<file path="src/design/fdm_pkg.sv">
// Shared constants, item types, sequencer types and the sine table for the flanger core.
`default_nettype none
package fdm_pkg;

  localparam int BUFFER_DEPTH = 4096;
  localparam int SINE_ENTRIES = 1024;
  localparam int FRAC_BITS    = 8;

  localparam int SAMPLE_W  = 16;
  localparam int BASE_W    = 20;
  localparam int DEPTH_W   = 20;
  localparam int STEP_W    = 24;
  localparam int PHASE_W   = 24;
  localparam int CFG_LEN_W = 13;
  localparam int CFG_LEN_RESET = 4096;
  localparam int PADDR_W   = 4;
  localparam int PDATA_W   = 32;

  localparam int ADDR_W    = $clog2(BUFFER_DEPTH);
  localparam int LEN_W     = ADDR_W + 1;
  localparam int SINE_AW   = $clog2(SINE_ENTRIES);
  localparam int POS_W     = ADDR_W + FRAC_BITS;
  localparam int D_W       = ((POS_W > BASE_W) ? POS_W : BASE_W) + 2;
  localparam int SINE_FRAC = SAMPLE_W - 1;

  localparam int MUL_A_W   = DEPTH_W + 1;
  localparam int MUL_B_W   = SAMPLE_W + 1;
  localparam int MUL_P_W   = MUL_A_W + MUL_B_W;
  localparam int SUM_W     = SAMPLE_W + FRAC_BITS + 3;

  typedef enum logic [1:0] {
    REG_BASE_DELAY,
    REG_DEPTH_AMOUNT,
    REG_PHASE_STEP,
    REG_BUFFER_LEN
  } fdm_reg_t;

  typedef struct packed {
    logic signed [SAMPLE_W-1:0] sample_in;
    logic                       last_sample;
  } fdm_in_t;

  typedef struct packed {
    logic signed [SAMPLE_W-1:0] sample_out;
    logic                       last_out;
  } fdm_out_t;

  typedef enum logic [2:0] {
    ST_CLEAR,
    ST_IDLE,
    ST_SINE,
    ST_ADDR,
    ST_RD1,
    ST_RD2,
    ST_MIX,
    ST_DONE
  } fdm_state_t;

  typedef struct packed {
    logic busy;
    logic take;
    logic mul_en;
    logic mul_mix;
    logic addr_en;
    logic rd_second;
    logic s1_en;
    logic wr_en;
    logic wr_clear;
    logic finish;
  } fdm_ctrl_t;

  typedef struct packed {
    logic in_valid;
    logic out_free;
    logic last;
  } fdm_stat_t;

  typedef logic [SINE_ENTRIES-1:0][SAMPLE_W-1:0] sine_rom_t;

  // Q1.15 sine from a Q30 Taylor series on the folded quarter wave.
  function automatic logic [SAMPLE_W-1:0] sine_entry(input int unsigned k);
    logic [63:0] turn;
    logic [63:0] part;
    logic [63:0] x;
    logic [63:0] x2;
    logic [63:0] term;
    logic [63:0] pos;
    logic [63:0] neg;
    logic [63:0] mag;
    logic [1:0]  quad;
    turn = (64'(k) << 32) / 64'(SINE_ENTRIES);
    quad = turn[31:30];
    part = turn & 64'h3FFF_FFFF;
    if (quad[0]) begin
      part = 64'h4000_0000 - part;
    end
    x    = (part * 64'd1686629713) >> 30;
    x2   = (x * x) >> 30;
    pos  = x;
    term = ((x * x2) >> 30) / 64'd6;
    neg  = term;
    term = ((term * x2) >> 30) / 64'd20;
    pos  = pos + term;
    term = ((term * x2) >> 30) / 64'd42;
    neg  = neg + term;
    term = ((term * x2) >> 30) / 64'd72;
    pos  = pos + term;
    term = ((term * x2) >> 30) / 64'd110;
    neg  = neg + term;
    mag  = (pos > neg) ? (pos - neg) : 64'd0;
    mag  = (mag * 64'd32767 + 64'h2000_0000) >> 30;
    if (mag > 64'd32767) begin
      mag = 64'd32767;
    end
    return quad[1] ? (SAMPLE_W'(0) - SAMPLE_W'(mag)) : SAMPLE_W'(mag);
  endfunction

  function automatic sine_rom_t build_sine_rom();
    sine_rom_t rom;
    for (int k = 0; k < SINE_ENTRIES; k++) begin
      rom[k] = sine_entry(k);
    end
    return rom;
  endfunction

  localparam sine_rom_t SINE_ROM = build_sine_rom();

endpackage
`default_nettype wire

</file>
<file path="src/design/fdm_mul.sv">
// Shared signed multiplier with a registered product.
`default_nettype none
module fdm_mul (
  input  logic                                clk,
  input  logic                                en,
  input  logic signed [fdm_pkg::MUL_A_W-1:0]  a,
  input  logic signed [fdm_pkg::MUL_B_W-1:0]  b,
  output logic signed [fdm_pkg::MUL_P_W-1:0]  p
);
  import fdm_pkg::*;

  always_ff @(posedge clk) begin
    if (en) begin
      p <= MUL_P_W'(a) * MUL_P_W'(b);
    end
  end

endmodule
`default_nettype wire

</file>
<file path="config.mk">
export PLATFORM = sky130hd
export DESIGN_NAME = fdm_mul
export DESIGN_NICKNAME = d
export VERILOG_FILES = /design/src/design/fdm_pkg.sv /design/src/design/fdm_mul.sv
export SDC_FILE = /design/constraint.sdc
export NUM_CORES = 1
export LEC_CHECK = 0
export ABC_AREA = 0
export BUFFER_PORTS_ARGS = -buffer_cell sky130_fd_sc_hd__buf_2
export CAP_MARGIN = 25
export CORE_UTILIZATION = 59
export DETAILED_ROUTE_END_ITERATION = 6
export GPL_TIMING_DRIVEN = 0
export PLACE_DENSITY_LB_ADDON = 0.15
export REMOVE_ABC_BUFFERS = 1
export SLEW_MARGIN = 20
export SYNTH_ARGS = -nofsm -noshare
export SYNTH_HDL_FRONTEND = slang
export SYNTH_SLANG_ARGS = --single-unit
</file>
<file path="constraint.sdc">
create_clock -name clk -period 6.6 [get_ports clk]
set_input_delay 0.66 -clock clk [delete_from_list [all_inputs] [get_ports clk]]
set_output_delay 0.66 -clock clk [all_outputs]
set_load 0.005 [all_outputs]
</file>
# ---- Yosys cells after proc, flatten, opt, wreduce, memory -nomap -nowiden
# Cells that the tools add are included.
dict set report word_totals {
  input_bits 40
  output_inout_bits 38
  register_bits 38
  word_cells 2
}
dict set report op_classes {
  mul 1
}
# op count
set ops {}
lappend ops {{$mul A21 B17 Y38} 1}

# ---- Depth between registers and ports, before layout
dict set report logic_depth {
  word_depth 1
  mapped_depth 25
  depth_no_buf 23
}

# ---- Least setup slack after synthesis
# Ideal clock, no wire load.
dict set report synth_timing {
  path_type {input -> register}
  startpoint {input a[18] (netlist name)}
  endpoint {register p[37] (netlist name), data pin}
  path_buffers 2
  setup_time_ps 266
  stages 24
  arrival_time_ps 6325
  setup_slack_ps 9
  cell_sequence {clkbuf_1 -> nand2_1 -> fa_1 -> inv_1 -> fa_1 -> inv_1 -> fa_1 -> inv_1 -> fa_1 -> fa_1 -> inv_1 -> fa_1 -> inv_1 -> ha_1 -> buf_4 -> nand4_1 -> inv_1 -> a211oi_1 -> o21a_1 -> or3b_1 -> or3b_1 -> a21o_1 -> nand3_1 -> or3b_1}
}
dict set report synth_via {
  elab_chain_cells 1
}
# item line_no
set synth_lines {}
lappend synth_lines {{start, declared} fdm_mul.sv:6} ;# input logic signed [fdm_pkg::MUL_A_W-1:0] a,
lappend synth_lines {{$mul A21 B17 Y38} fdm_mul.sv:14} ;# p <= MUL_P_W'(a) * MUL_P_W'(b);
lappend synth_lines {{end signal, assigned} fdm_mul.sv:14}
lappend synth_lines {{end, declared} fdm_mul.sv:8} ;# output logic signed [fdm_pkg::MUL_P_W-1:0] p
# No other way between the ends.
# A chain may end at the register's enable or synchronous reset.

# ---- Worst setup path in the final report
dict set report layout_timing {
  startpoint {input a[5] (netlist name)}
  endpoint {register p[37] (netlist name), data pin}
}
# Same word-level chain as after synthesis.

==> impl_results.md <==
- Status: finished clean
- WL/cell: between 15 and 20 um
- Hold Fails Final Rpt: 0
- Clock Pin Slew Worst Setup and Hold Paths: 0.06 ns
- Final setup fails: 0
- Vias/cell: 5.39
- Worst endpoint data arrival time: between 6 and 7 ns
- First-pass GRT wire length: 54400 um
- Crit-path max cell delay: between 0.5 and 0.6 ns
- TritonCTS sink count: 38
- Clk buf depth: 2
- Vias in the first global route: around 11000
- Drt pass-1 iters: 5
- Starting Density: about 60%
- Slowest stage cell, crit path: fa_1
- Top FF cell, synth: edfxtp_1
- Largest register FFs: 38
- Final GP Congestion: around 0.86
- Post-Syn Instances: 1515
- Cell variety after synth: 47
- CP required: 6.63 ns
- Most used cell along the critical path: fa_1
- Avg Cell Area, Syn: about 9.4 um^2
- Final min period: between 6 and 7 ns
- HP Class: input pin to flip-flop
- Biggest regs: p (38)
- Initial DRC count: approximately 530
- Die X: approximately 160 um
- Rows: 56
- CTS buffer count: 5
- GRT overflow: 0
- Fill cell count: around 2000
- Placed cell count: between 1500 and 2000
- GRT Total Usage: approximately 29%
- I/O pins: around 80
- Worst-Margin Slew: 0.899 ns
- Yosys reg bits: 38
- PortBufs: 77
- Layout area overhead: 9.48%
- DRC: 0
- Routed via count: about 10000
- Most frequent cells in the layout: inv_1, fa_1, nand2_1
- Most common cell after layout, fill and taps aside: inv_1
- Post-synth ARST share: 0%
- CTS tree: built
- Largest net degree at the start of global routing: 39
- Peak fanout along the critical path: 17
- Initial antenna violation count: 0
- CP endpoint kind: flip-flop
- Critical path buffers and inverters: 6
- Post-route ant nets: 0
- Post-synth EDFFs: 38
- Final net count: approximately 2000
- Max_cap viols: 0
- Max Fclk: ~0.16 GHz
- Hold-fix buffers, CTS: 0
- Clock root buffer: clkbuf_16
- Family with the most delay on the worst path: adder cells
- Final wirelength: 34000 um
- Filler-free cell count of the finished design: between 1500 and 2000
- Yosys warns: 0
- Critical path type: input pin to flip-flop
- Die extent in y: approximately 160 um
- RSZ-0062 raised after global routing: yes
- Multi-input logic area: between 10000 and 15000 um^2
- Fraction of layout cells with a size suffix above 1: a little under a tenth
- Crit-path cells: buf_4 > and2_1 > fa_1 > inv_1 > fa_1 > inv_1 > fa_1 > fa_1 > fa_1 > inv_1 > fa_1 > inv_1 > ha_4 > nand4_1 > inv_1 > a211oi_2 > o21a_1 > or3b_1 > or3b_4 > a21o_1 > nand3_1 > or3b_1
- Post-Syn Area: ~14000 um^2
- Reg area: around 1100 um^2
- Final worst-path cycle share: between 90% and 100%
- Die area: about 25000 um^2
- H-tree depth: 2
- Most flops, register: p
- Fin. max-slew vios: 0
- Total core area: approximately 24000 um^2
- Sequential area share after synthesis: approximately 8.0%
- Headroom to the max-slew limit: roughly two fifths
- CP Launch Type: input pin
- Final HPWL DP: roughly 26000 um
## metal layers
layer / track usage [%] / vias up / part of all wire, %
met5: 0 / - / 0
met4: 7.40 / 0 / 2.1
met3: 2.37 / 53 / 3.6
met2: 54.5 / 238 / 55
met1: 35.8 / 5306 / 40
li1: - / 4508 / -
## through the flow
step / TNS [ns] / cell area [um^2] / worst slack [ns] / hold WS (ns) / util, %
after floorplan: 0 / 14000 / 0.261 / 0.772 / -
after global placement: -5.41 / 14800 / -0.646 / 1.05 / 62.8
after detailed placement: -6.63 / 14800 / -0.764 / 1.05 / 62.8
after CTS: 0 / 15100 / 0.00346 / 0.946 / 64.1
after global routing: -0.0341 / 15600 / -0.0341 / 0.889 / 66.2
final: 0 / 15600 / 0.170 / 0.884 / 66.2
## logic make-up (layout without fill, tap and decap cells)
group	Yosys count	count (layout)	share of synthesized area [%]
AOI/OAI and AO/OA	94	94	4.31
xor gates and xnor gates	34	34	2.09
adders and majority gates	449	449	58.1
buffers and inverters	452	493	11.9
DFF	38	38	7.99
muxes	2	2	0.149
other	0	1	0
and+or+nand+nor	446	446	15.5
## synthesized netlist by cell type, types with 2 or more instances
cell type,n,area (um^2)
nand4_1,4,25.0
or3b_1,3,26.3
o21bai_1,2,15.0
clkbuf_1,57,214
and3_1,5,31.3
edfxtp_1,38,1140
nand2b_1,8,50.1
xor2_1,8,70.1
o2111ai_1,2,17.5
nand2_1,190,713
a31oi_1,3,18.8
o21ai_0,15,75.1
nor4_1,2,12.5
inv_1,392,1470
a211oi_1,3,22.5
a21o_1,16,120
fa_1,356,7130
and2_1,166,1040
a21oi_1,29,145
nor2b_1,4,25.0
o21a_1,7,52.6
ha_1,93,1160
nor3_1,8,40.0
nand3_1,11,55.1
o31ai_1,4,30.0
or3_1,5,31.3
xnor2_1,26,228
o311ai_0,2,17.5
nor2_1,37,139
a211o_1,2,17.5
## cell type report
| type | instances | share of cell area (%) |
|---|---|---|
| inverters | 392 | 9.44 |
| well taps | 319 | 2.55 |
| clock inverters | 2 | 0.0880 |
| diodes | 1 | 0.0160 |
| multi-input cells | 1025 | 74.3 |
| flip-flops and latches | 38 | 7.30 |
| repair buffers | 93 | 5.50 |
| clock buffers | 6 | 0.824 |
## tightest hold or removal path, cell delays in order
cell and delay (ns):
clkbuf_16 0.14, and2_1 0.13, ha_1 0.13
## what timing repair did
action                                  in CTS  in global routing
cloned                                       0                  4
gates resized for setup                     47                 80
endpoints found under the hold margin        0                  0
setup buffers                                2                 10
endpoints found under the setup margin      12                 12
pin swaps                                    0                 27
## path summary, 6_finish.rpt
check	slack, ns	to	depth (start not counted)	startpoint
max	0.17	p[37]$_DFFE_PP_	22	a[5]
min	0.88	p[2]$_DFFE_PP_	3	b[2]
Power is left out: the tool's default activity adds up to more than one toggle a clock period on the data nets, which glitch-free logic cannot reach.
