File: src/design/fdm_pkg.sv
// Shared constants, item types, sequencer types and the sine table for the flanger core.
`default_nettype none
package fdm_pkg;

  localparam int BUFFER_DEPTH = 4096;
  localparam int SINE_ENTRIES = 1024;
  localparam int FRAC_BITS    = 8;

  localparam int SAMPLE_W  = 16;
  localparam int BASE_W    = 20;
  localparam int DEPTH_W   = 20;
  localparam int STEP_W    = 24;
  localparam int PHASE_W   = 24;
  localparam int CFG_LEN_W = 13;
  localparam int CFG_LEN_RESET = 4096;
  localparam int PADDR_W   = 4;
  localparam int PDATA_W   = 32;

  localparam int ADDR_W    = $clog2(BUFFER_DEPTH);
  localparam int LEN_W     = ADDR_W + 1;
  localparam int SINE_AW   = $clog2(SINE_ENTRIES);
  localparam int POS_W     = ADDR_W + FRAC_BITS;
  localparam int D_W       = ((POS_W > BASE_W) ? POS_W : BASE_W) + 2;
  localparam int SINE_FRAC = SAMPLE_W - 1;

  localparam int MUL_A_W   = DEPTH_W + 1;
  localparam int MUL_B_W   = SAMPLE_W + 1;
  localparam int MUL_P_W   = MUL_A_W + MUL_B_W;
  localparam int SUM_W     = SAMPLE_W + FRAC_BITS + 3;

  typedef enum logic [1:0] {
    REG_BASE_DELAY,
    REG_DEPTH_AMOUNT,
    REG_PHASE_STEP,
    REG_BUFFER_LEN
  } fdm_reg_t;

  typedef struct packed {
    logic signed [SAMPLE_W-1:0] sample_in;
    logic                       last_sample;
  } fdm_in_t;

  typedef struct packed {
    logic signed [SAMPLE_W-1:0] sample_out;
    logic                       last_out;
  } fdm_out_t;

  typedef enum logic [2:0] {
    ST_CLEAR,
    ST_IDLE,
    ST_SINE,
    ST_ADDR,
    ST_RD1,
    ST_RD2,
    ST_MIX,
    ST_DONE
  } fdm_state_t;

  typedef struct packed {
    logic busy;
    logic take;
    logic mul_en;
    logic mul_mix;
    logic addr_en;
    logic rd_second;
    logic s1_en;
    logic wr_en;
    logic wr_clear;
    logic finish;
  } fdm_ctrl_t;

  typedef struct packed {
    logic in_valid;
    logic out_free;
    logic last;
  } fdm_stat_t;

  typedef logic [SINE_ENTRIES-1:0][SAMPLE_W-1:0] sine_rom_t;

  // Q1.15 sine from a Q30 Taylor series on the folded quarter wave.
  function automatic logic [SAMPLE_W-1:0] sine_entry(input int unsigned k);
    logic [63:0] turn;
    logic [63:0] part;
    logic [63:0] x;
    logic [63:0] x2;
    logic [63:0] term;
    logic [63:0] pos;
    logic [63:0] neg;
    logic [63:0] mag;
    logic [1:0]  quad;
    turn = (64'(k) << 32) / 64'(SINE_ENTRIES);
    quad = turn[31:30];
    part = turn & 64'h3FFF_FFFF;
    if (quad[0]) begin
      part = 64'h4000_0000 - part;
    end
    x    = (part * 64'd1686629713) >> 30;
    x2   = (x * x) >> 30;
    pos  = x;
    term = ((x * x2) >> 30) / 64'd6;
    neg  = term;
    term = ((term * x2) >> 30) / 64'd20;
    pos  = pos + term;
    term = ((term * x2) >> 30) / 64'd42;
    neg  = neg + term;
    term = ((term * x2) >> 30) / 64'd72;
    pos  = pos + term;
    term = ((term * x2) >> 30) / 64'd110;
    neg  = neg + term;
    mag  = (pos > neg) ? (pos - neg) : 64'd0;
    mag  = (mag * 64'd32767 + 64'h2000_0000) >> 30;
    if (mag > 64'd32767) begin
      mag = 64'd32767;
    end
    return quad[1] ? (SAMPLE_W'(0) - SAMPLE_W'(mag)) : SAMPLE_W'(mag);
  endfunction

  function automatic sine_rom_t build_sine_rom();
    sine_rom_t rom;
    for (int k = 0; k < SINE_ENTRIES; k++) begin
      rom[k] = sine_entry(k);
    end
    return rom;
  endfunction

  localparam sine_rom_t SINE_ROM = build_sine_rom();

endpackage
`default_nettype wire

File: src/design/fdm_seq.sv
// Sequencer that steps one item through the shared multiplier and the delay memory.
`default_nettype none
module fdm_seq (
  input  logic                       clk,
  input  logic                       rst,
  input  fdm_pkg::fdm_stat_t         stat,
  output fdm_pkg::fdm_ctrl_t         ctrl,
  output logic [fdm_pkg::ADDR_W-1:0] clr_addr
);
  import fdm_pkg::*;

  localparam logic [ADDR_W-1:0] CLR_LAST = ADDR_W'(BUFFER_DEPTH - 1);

  fdm_state_t        state;
  fdm_state_t        state_next;
  logic [ADDR_W-1:0] clr_cnt;

  always_ff @(posedge clk) begin
    if (rst) begin
      state   <= ST_CLEAR;
      clr_cnt <= '0;
    end else begin
      state <= state_next;
      if (state == ST_CLEAR) begin
        clr_cnt <= (clr_cnt == CLR_LAST) ? '0 : clr_cnt + 1'b1;
      end
    end
  end

  always_comb begin
    state_next = state;
    case (state)
      ST_CLEAR: begin
        if (clr_cnt == CLR_LAST) begin
          state_next = ST_IDLE;
        end
      end
      ST_IDLE: begin
        if (stat.in_valid) begin
          state_next = ST_SINE;
        end
      end
      ST_SINE: state_next = ST_ADDR;
      ST_ADDR: state_next = ST_RD1;
      ST_RD1:  state_next = ST_RD2;
      ST_RD2:  state_next = ST_MIX;
      ST_MIX:  state_next = ST_DONE;
      ST_DONE: begin
        if (stat.out_free) begin
          state_next = stat.last ? ST_CLEAR : ST_IDLE;
        end
      end
      default: state_next = ST_CLEAR;
    endcase
  end

  always_comb begin
    ctrl      = '0;
    ctrl.busy = (state != ST_IDLE);
    case (state)
      ST_CLEAR: ctrl.wr_clear = 1'b1;
      ST_IDLE:  ctrl.take     = stat.in_valid;
      ST_SINE:  ctrl.mul_en   = 1'b1;
      ST_ADDR:  ctrl.addr_en  = 1'b1;
      ST_RD1:   ctrl.busy     = 1'b1;
      ST_RD2: begin
        ctrl.rd_second = 1'b1;
        ctrl.s1_en     = 1'b1;
      end
      ST_MIX: begin
        ctrl.mul_en  = 1'b1;
        ctrl.mul_mix = 1'b1;
        ctrl.wr_en   = 1'b1;
      end
      ST_DONE:  ctrl.finish   = stat.out_free;
      default:  ctrl.busy     = 1'b1;
    endcase
  end

  assign clr_addr = clr_cnt;

endmodule
`default_nettype wire
File: config.mk
export PLATFORM = sky130hd
export DESIGN_NAME = fdm_seq
export DESIGN_NICKNAME = d
export VERILOG_FILES = /design/src/design/fdm_pkg.sv /design/src/design/fdm_seq.sv
export SDC_FILE = /design/constraint.sdc
export NUM_CORES = 1
export LEC_CHECK = 0
export ABC_AREA = 1
export BUFFER_PORTS_ARGS = -buffer_cell sky130_fd_sc_hd__buf_2
export CORE_MARGIN = 2
export CORE_UTILIZATION = 43
export DETAILED_ROUTE_END_ITERATION = 6
export PLACE_DENSITY = 0.69
export REMOVE_ABC_BUFFERS = 1
export SLEW_MARGIN = 20
export SYNTH_ARGS = -nofsm -noshare
export SYNTH_HDL_FRONTEND = slang
export SYNTH_SLANG_ARGS = --single-unit
File: constraint.sdc
create_clock -name clk -period 1.75 [get_ports clk]
set_input_delay 0.4375 -clock clk [delete_from_list [all_inputs] [get_ports clk]]
set_output_delay 0.4375 -clock clk [all_outputs]
set_load 0.01 [all_outputs]
Word level (Yosys, flattened, before mapping)
Index checks and enable logic that the tools add are counted.
{ "classes": {"n_addsub": 1, "multipliers": 0, "div": 0, "order_cmp": 0, "n_eq_ne": 12, "shift": 0, "muxes": 14, "bitwise_logic": 0, "reduce_logical": 3} }
{ "op_table": {"columns": ["cell", "count"], "rows": [
  ["case mux 3 bit (8 select lines)", 1],
  ["adder 12 x 1 -> 12 bit, second input constant", 1],
  ["equality test 12 bit, second input constant", 1],
  ["equality test 3 bit, second input constant", 4],
  ["two-way mux 12 bit", 1],
  ["two-way mux 3 bit", 3],
  ["two-way mux 1 bit", 8],
  ["equality test 3 x 2 -> 1 bit, second input constant", 2],
  ["inequality test 2 bit, second input constant", 2],
  ["equality test 3 x 1 -> 1 bit, second input constant", 1],
  ["zero test 3 bit", 1],
  ["inequality test 3 x 1 -> 1 bit, second input constant", 1],
  ["AND reduction 3 bit", 1],
  ["two-way mux 2 bit", 1],
  ["inequality test 2 x 1 -> 1 bit, second input constant", 1],
  ["OR reduction 2 bit", 1]
]} }
{ "totals": {"ff_bits": 15, "latchBits": 0, "ram_bits": 0, "romBits": 0, "input_bits": 5, "out_inout_bits": 22, "wordCells": 32, "n_memories": 0} }

Longest topological paths before layout
Gate-level depths: netlist of the first run.
{ "logic_depth": {"word_depth": 3, "mapped_depth": 8, "ltp_nobuf": 8} }

Worst setup path after synthesis of the first run
Ideal clock, no wire load.
{ "synth_path": {"path_kind": "flip-flop to flip-flop", "startpoint": "reg clr_cnt[0], in the netlist clr_addr[0]", "endpoint": "reg clr_cnt[5], in the netlist clr_addr[5]", "setup_time_ns": 0.119, "arrival_time_ns": 1.215, "t_required_ns": 1.631, "slack_ns": 0.416, "stages_incl_launch_ff": 7, "path_buffers": 0, "synth_period_minus_slack_ns": 1.334, "path_cell_list": "dfxtp_1 -> ha_1 -> nand2_1 -> nor2_2 -> nand3_2 -> o21ai_2 -> nor2_1"} }
{ "synth_via": {"elab_chain_len": 2, "word_cells_on_any_way": 3, "cone_classes": "add/sub (1); eq/ne (1); mux (1)"} }
{ "synth_lines": {"columns": ["element", "line_no", "source"], "rows": [
  ["start: declaration", "fdm_seq.sv:16", "logic [ADDR_W-1:0] clr_cnt;"],
  ["start signal: assignment", "fdm_seq.sv:25", "clr_cnt <= (clr_cnt == CLR_LAST) ? '0 : clr_cnt + 1'b1;"],
  ["adder 12 x 1 -> 12 bit or equality test 12 bit (tied branches)", "fdm_seq.sv:25", null],
  ["two-way mux 12 bit (*)", "fdm_seq.sv:25", null]
]} }
Mark *: on every way between the ends. The rest lies on a longest branch, timed or not.
A chain may end at the register's enable or synchronous reset.

==> results of run 1 <==
[flip-flops by register name, summed over array words and instances, names as in the netlist]
name	flops
clr_addr	12
state	3
[kinds of logic (layout without fill, tap and decap cells)]
kind of cell,after synthesis,after routing,synth area share (%)
AND/OR/NAND/NOR,79,79,41.8
buffers and inverters,21,47,10.8
flip-flops,15,15,33.2
XOR/XNOR,5,5,4.85
AO/OA/AOI/OAI,12,12,7.89
adder cells (fa/ha/maj),1,1,1.38
[what timing repair did]
item                       CTS  global route
resized for setup            1             3
hold endpoints to repair     0             0
hold buffers                 0             0
pin swaps                    0             1
setup endpoints to repair    1             1
[how the worst max path moves through the flow]
stage	endpoint	slack (ns)	cells after the start
2_1_floorplan	clr_addr[5]	0.42	6
3_3_place_gp	ctrl[1]	0.30	4
3_5_place_dp	ctrl[1]	0.30	4
4_1_cts	ctrl[1]	0.02	4
5_1_grt	ctrl[1]	0.007	4
6_report	ctrl[1]	0.08	4
[report_power, final]
| part | total [uW] | switching, uW | internal [uW] |
|---|---|---|---|
| Sequential | 445 | 57.7 | 387 |
| Clock | 202 | 113 | 88.8 |
| Combinational | 388 | 248 | 140 |
| Total | 1030 | 419 | 616 |
[metal layers]
layer	vias to the layer above	GRT usage, %	part of all wire [%]
met1	385	21.1	45
met5	-	0	0
met4	0	8.33	2.3
met2	33	29.3	47
li1	471	-	-
met3	5	1.82	5.6
[stage by stage]
step / util [%] / total power [uW] / hold slack, ns / area (sq um) / instances
floorplan: - / 707 / 0.504 / 872 / 129
global placement: 52.8 / 819 / 0.486 / 1040 / 182
detailed placement: 52.8 / 823 / 0.482 / 1040 / 182
CTS: 54.2 / 1030 / 0.400 / 1060 / 186
global route: 54.8 / 1110 / 0.417 / 1070 / 186
finish: 54.8 / 1030 / 0.402 / 1070 / 186
[Yosys cell counts, drive strengths merged]
cell,count
nand2,34
nor2,28
inv,17
dfxtp,15
nand3,14
a21oi,7
buf,4
xor2,4
o21ai,2
o21bai,2
ha,1
nand3b,1
nand4,1
nor3,1
o211ai,1
xnor2,1
[layout make-up]
class                           count  area (sq um)
Fill cell                         206           887
Multi-Input combinational cell     97           514
Sequential cell                    15           304
Timing Repair Buffer               26           130
Inverter                           17          66.3
Tap cell                           27          33.8
Clock buffer                        4          26.3
==> results.toml, run 1 <==
[status]
status = "finished, final reports clean"

[timing]
setup_viol = 0
hold_viol_final = 0
min_period_over_period_pct = 95.6
max_freq_mhz = 598
rsz0062_at_grt = "false"
min_period_ns = 1.67
postLayoutSetupSlackWorst_ns = 0.0771
drv_slew = 0
skew_ns = 0.00334
fin_setup_tns_ns = 0
worst_pin_slew_ns = 0.247
relSlewSlack_pct = 83.5

[power]
leakage_uw = 0.000501
p_per_area_nw_per_um2 = 963
vdd_drop_max_uv = 565

[critical_path]
r2r_end = "clr_addr[5]"
cp.required_ns = 1.31
critPathBufInv = 2
startpoint_type = "flip-flop"
arrival_ns = 1.24
max_stage_delay_ns = 0.36
crit_chain = "nor2_4 -> nand2_8 -> inv_4 -> buf_2"
criticalPathCategory = "flip-flop to primary output"
cp_max_fo = 11
reg2reg_depth = 6
rrSetupSlack_ns = 0.30
crit_path_start = "state[2]"
path_delay_family = "flip-flops"
slowest_stage = "dfxtp_2"
r2r_start = "clr_addr[0]"
end_kind = "primary output"

[route]
wl_um = 1890
drc = 0
wl_per_cell_um = 10.1
vias_per_cell = 4.81
vias = 894
dr.pass1.iters = 4
drt_iter0_markers = 8
ant_nets = 0

[grt]
first_global_vias = 805
grt_max_degree = 12
antenna_found_initial = 0
track_usage_pct = 17.1
overflow = 0
grt_pass1_wl_um = 3350

[run]
cap_violations = 0

[clocking]
cts_sinks = 15
worst_skew_pair.late_latency_ns = 0.29
cts_tree = "done"
cts_buffer_depth = 2
cts_root_buffer = "clkbuf_4"
cts_buffers = 3
h-tree-depth = 1
post-cts-setup-buffers = 0
path_clk_slew_ns = 0.09

[synthesis]
yosys_warnings = 0
synth_area_leader_cell = "dfxtp_1"
synth-seq-cells = 15
synth.distinct_cells = 27
syn_inst = 133
netlist.area_leader.share_pct = 33.2
synthTopCellsByArea = "dfxtp_1 33%, nand2_1 13%, nor2_1 8.7%, nand3_1 7.2%, inv_1 5.8%"
syn_avg_cell_area_sq_um = 6.79
synth_area_sq_um = 903
synth-seq-area-share_pct = 33.2

[place]
port_buffers = 26
globalplace.congestion = 0.832
dp.final_hpwl_um = 1500
pre_cts_slack_ns = 0.305

[hold_path]
hold_depth = 2
worstHoldPathType = "primary input to flip-flop"
min_to = "clr_addr[4]"
holdCritStartpoint = "rst"

[finish]
final_common_cell = "nand2_1"
area_growth_pct = 19.0
layout_common_cells = "32 x nand2_1, 26 x buf_2, 21 x nor2_1"
drive_gt1_share_pct = 28.9
n_antenna_cell = 0
final_nets = 166

[floorplanning]
ios = 27
die_area_sq_um = 2480
rows = 16
die_w_um = 49.8
start_util_pct = 46.0
core_sq_um = 1960
dieHeight_um = 49.8
Note: power is estimated with default switching activity, not from simulation.
==> inputs of run 2 (changes only) <==
--- a/config.mk
+++ b/config.mk
@@ -8,9 +8,8 @@
 export ABC_AREA = 1
 export BUFFER_PORTS_ARGS = -buffer_cell sky130_fd_sc_hd__buf_2
 export CORE_MARGIN = 2
-export CORE_UTILIZATION = 43
+export CORE_UTILIZATION = 25
 export DETAILED_ROUTE_END_ITERATION = 6
-export PLACE_DENSITY = 0.69
 export REMOVE_ABC_BUFFERS = 1
 export SLEW_MARGIN = 20
 export SYNTH_ARGS = -nofsm -noshare
==> constraint.sdc (replaced) <==
create_clock -name clk -period 1.7 [get_ports clk]
set_input_delay 0.425 -clock clk [delete_from_list [all_inputs] [get_ports clk]]
set_output_delay 0.425 -clock clk [all_outputs]
set_load 0.01 [all_outputs]
==> run 2 against run 1 <==
Compared with the run above: clock power about the same; count of clock-buffer cells in the layout unchanged; power is 4.4% higher; worst setup slack got worse by 0.011 ns; final area increased by 3.6%; combinational power grew 11%; first-iteration DRC count increased to 4.8 times the previous value; wire length up 5.9%; final cell count grew 11%; sequential share of layout area decreased by 0.76 points; worst hold slack worse by 0.0061 ns; clock skew grew 0.00078 ns; highest routed layer unchanged.
==> results.toml, run 2 (same netlist as run 1, synthesis figures left out) <==
[timing]
postLayoutSetupSlackWorst_ns = 0.0658
setup_viol = 0
min_period_over_period_pct = 96.1
drv_slew = 0
skew_ns = 0.00411
hold_viol_final = 0
relSlewSlack_pct = 82.2
max_freq_mhz = 612
min_period_ns = 1.63
worst_pin_slew_ns = 0.267
rsz0062_at_grt = "true"

[power]
power_uw = 1080
p_per_area_nw_per_um2 = 970
leakage_uw = 0.000509
vdd_drop_max_uv = 363

[status]
status = "finished, final reports clean"

[critical_path]
startpoint_type = "flip-flop"
end_kind = "primary output"
cp.required_ns = 1.27
criticalPathCategory = "flip-flop to primary output"
cp_max_fo = 11
arrival_ns = 1.21

[floorplanning]
ios = 27
core_sq_um = 3420
die_w_um = 64.1
start_util_pct = 26.4
rows = 21
dieHeight_um = 64.1
die_area_sq_um = 4110

[run]
cap_violations = 0

[finish]
drive_gt1_share_pct = 29.4
area_growth_pct = 23.3
n_antenna_cell = 0
layout_common_cells = "32 x nand2_1, 26 x buf_2, 21 x nor2_1"
stdcell_area_sq_um = 1110
final_nets = 167
largest_reg_flops = 12
final_common_cell = "nand2_1"
n_fill_cell = 407
utilization_pct = 32.6

[clocking]
path_clk_slew_ns = 0.09
post-cts-setup-buffers = 0
cts_buffers = 3
cts_tree = "done"
cts_buffer_depth = 2
cts_sinks = 15
worst_skew_pair.late_latency_ns = 0.28
cts_root_buffer = "clkbuf_4"
h-tree-depth = 1

[route]
wl_um = 2000
dr.pass1.iters = 4
drc = 0
ant_nets = 0
vias_per_cell = 4.35
drt_iter0_markers = 38
vias = 896
wl_per_cell_um = 9.70

[grt]
antenna_found_initial = 0
overflow = 0
first_global_vias = 751
grt_pass1_wl_um = 3330
grt_max_degree = 12
track_usage_pct = 10.3

[place]
placed_area_sq_um = 1070
port_buffers = 26
pre_cts_slack_ns = 0.275
dp.final_hpwl_um = 1540
globalplace.congestion = 0.808

[hold_path]
worstHoldPathType = "primary input to flip-flop"
-- run 2: final cells by class --
class	instances	area, sq um	area share (%)
inverters	17	71.3	6.40
flip-flops and latches	15	307	27.5
multi-input cells	97	514	46.2
well taps	46	57.6	5.17
clock buffers	4	26.3	2.36
repair buffers	27	138	12.4
-- run 2: repair_timing --
item                                    CTS  global route
resized for setup                         1             6
hold buffers                              0             0
cloned                                    0             0
pin swaps                                 1             2
endpoints found under the setup margin    1             6
-- run 2: per-stage QoR --
stage                     hold slack, ns  std cells  setup TNS (ns)
after detailed placement           0.487        202               0
final                              0.396        206               0
after global placement             0.485        202               0
after CTS                          0.392        206               0
after global routing               0.402        206         -0.0175
after floorplan                    0.492        129               0
-- run 2: metal layers --
layer / track usage, % / routed length [um] / up-vias
li1: - / - / 469
met3: 1.23 / 96 / 4
met4: 6.38 / 46 / 0
met2: 14.6 / 847 / 27
met5: 0 / 0 / -
met1: 14.7 / 1010 / 396
-- run 2: final timing paths --
check / startpoint / endpoint / slack [ns] / cells past startpoint
max: state[1] / ctrl[1] / 0.07 / 4
min: rst / state[2] / 0.40 / 2
max reg2reg: clr_addr[0] / clr_addr[5] / 0.28 / 6
min reg2reg: clr_addr[1] / clr_addr[1] / 0.50 / 2
-- run 2: where the power goes --
part	switching, uW	internal [uW]
Clock	111	91.1
Combinational	271	158
Sequential	48.9	400
-- run 2: critical path, stage by stage (launching register included) --
cell	delay, ns
dfxtp_4	0.38
nor2_4	0.19
nand2_8	0.13
inv_8	0.10
buf_2	0.13
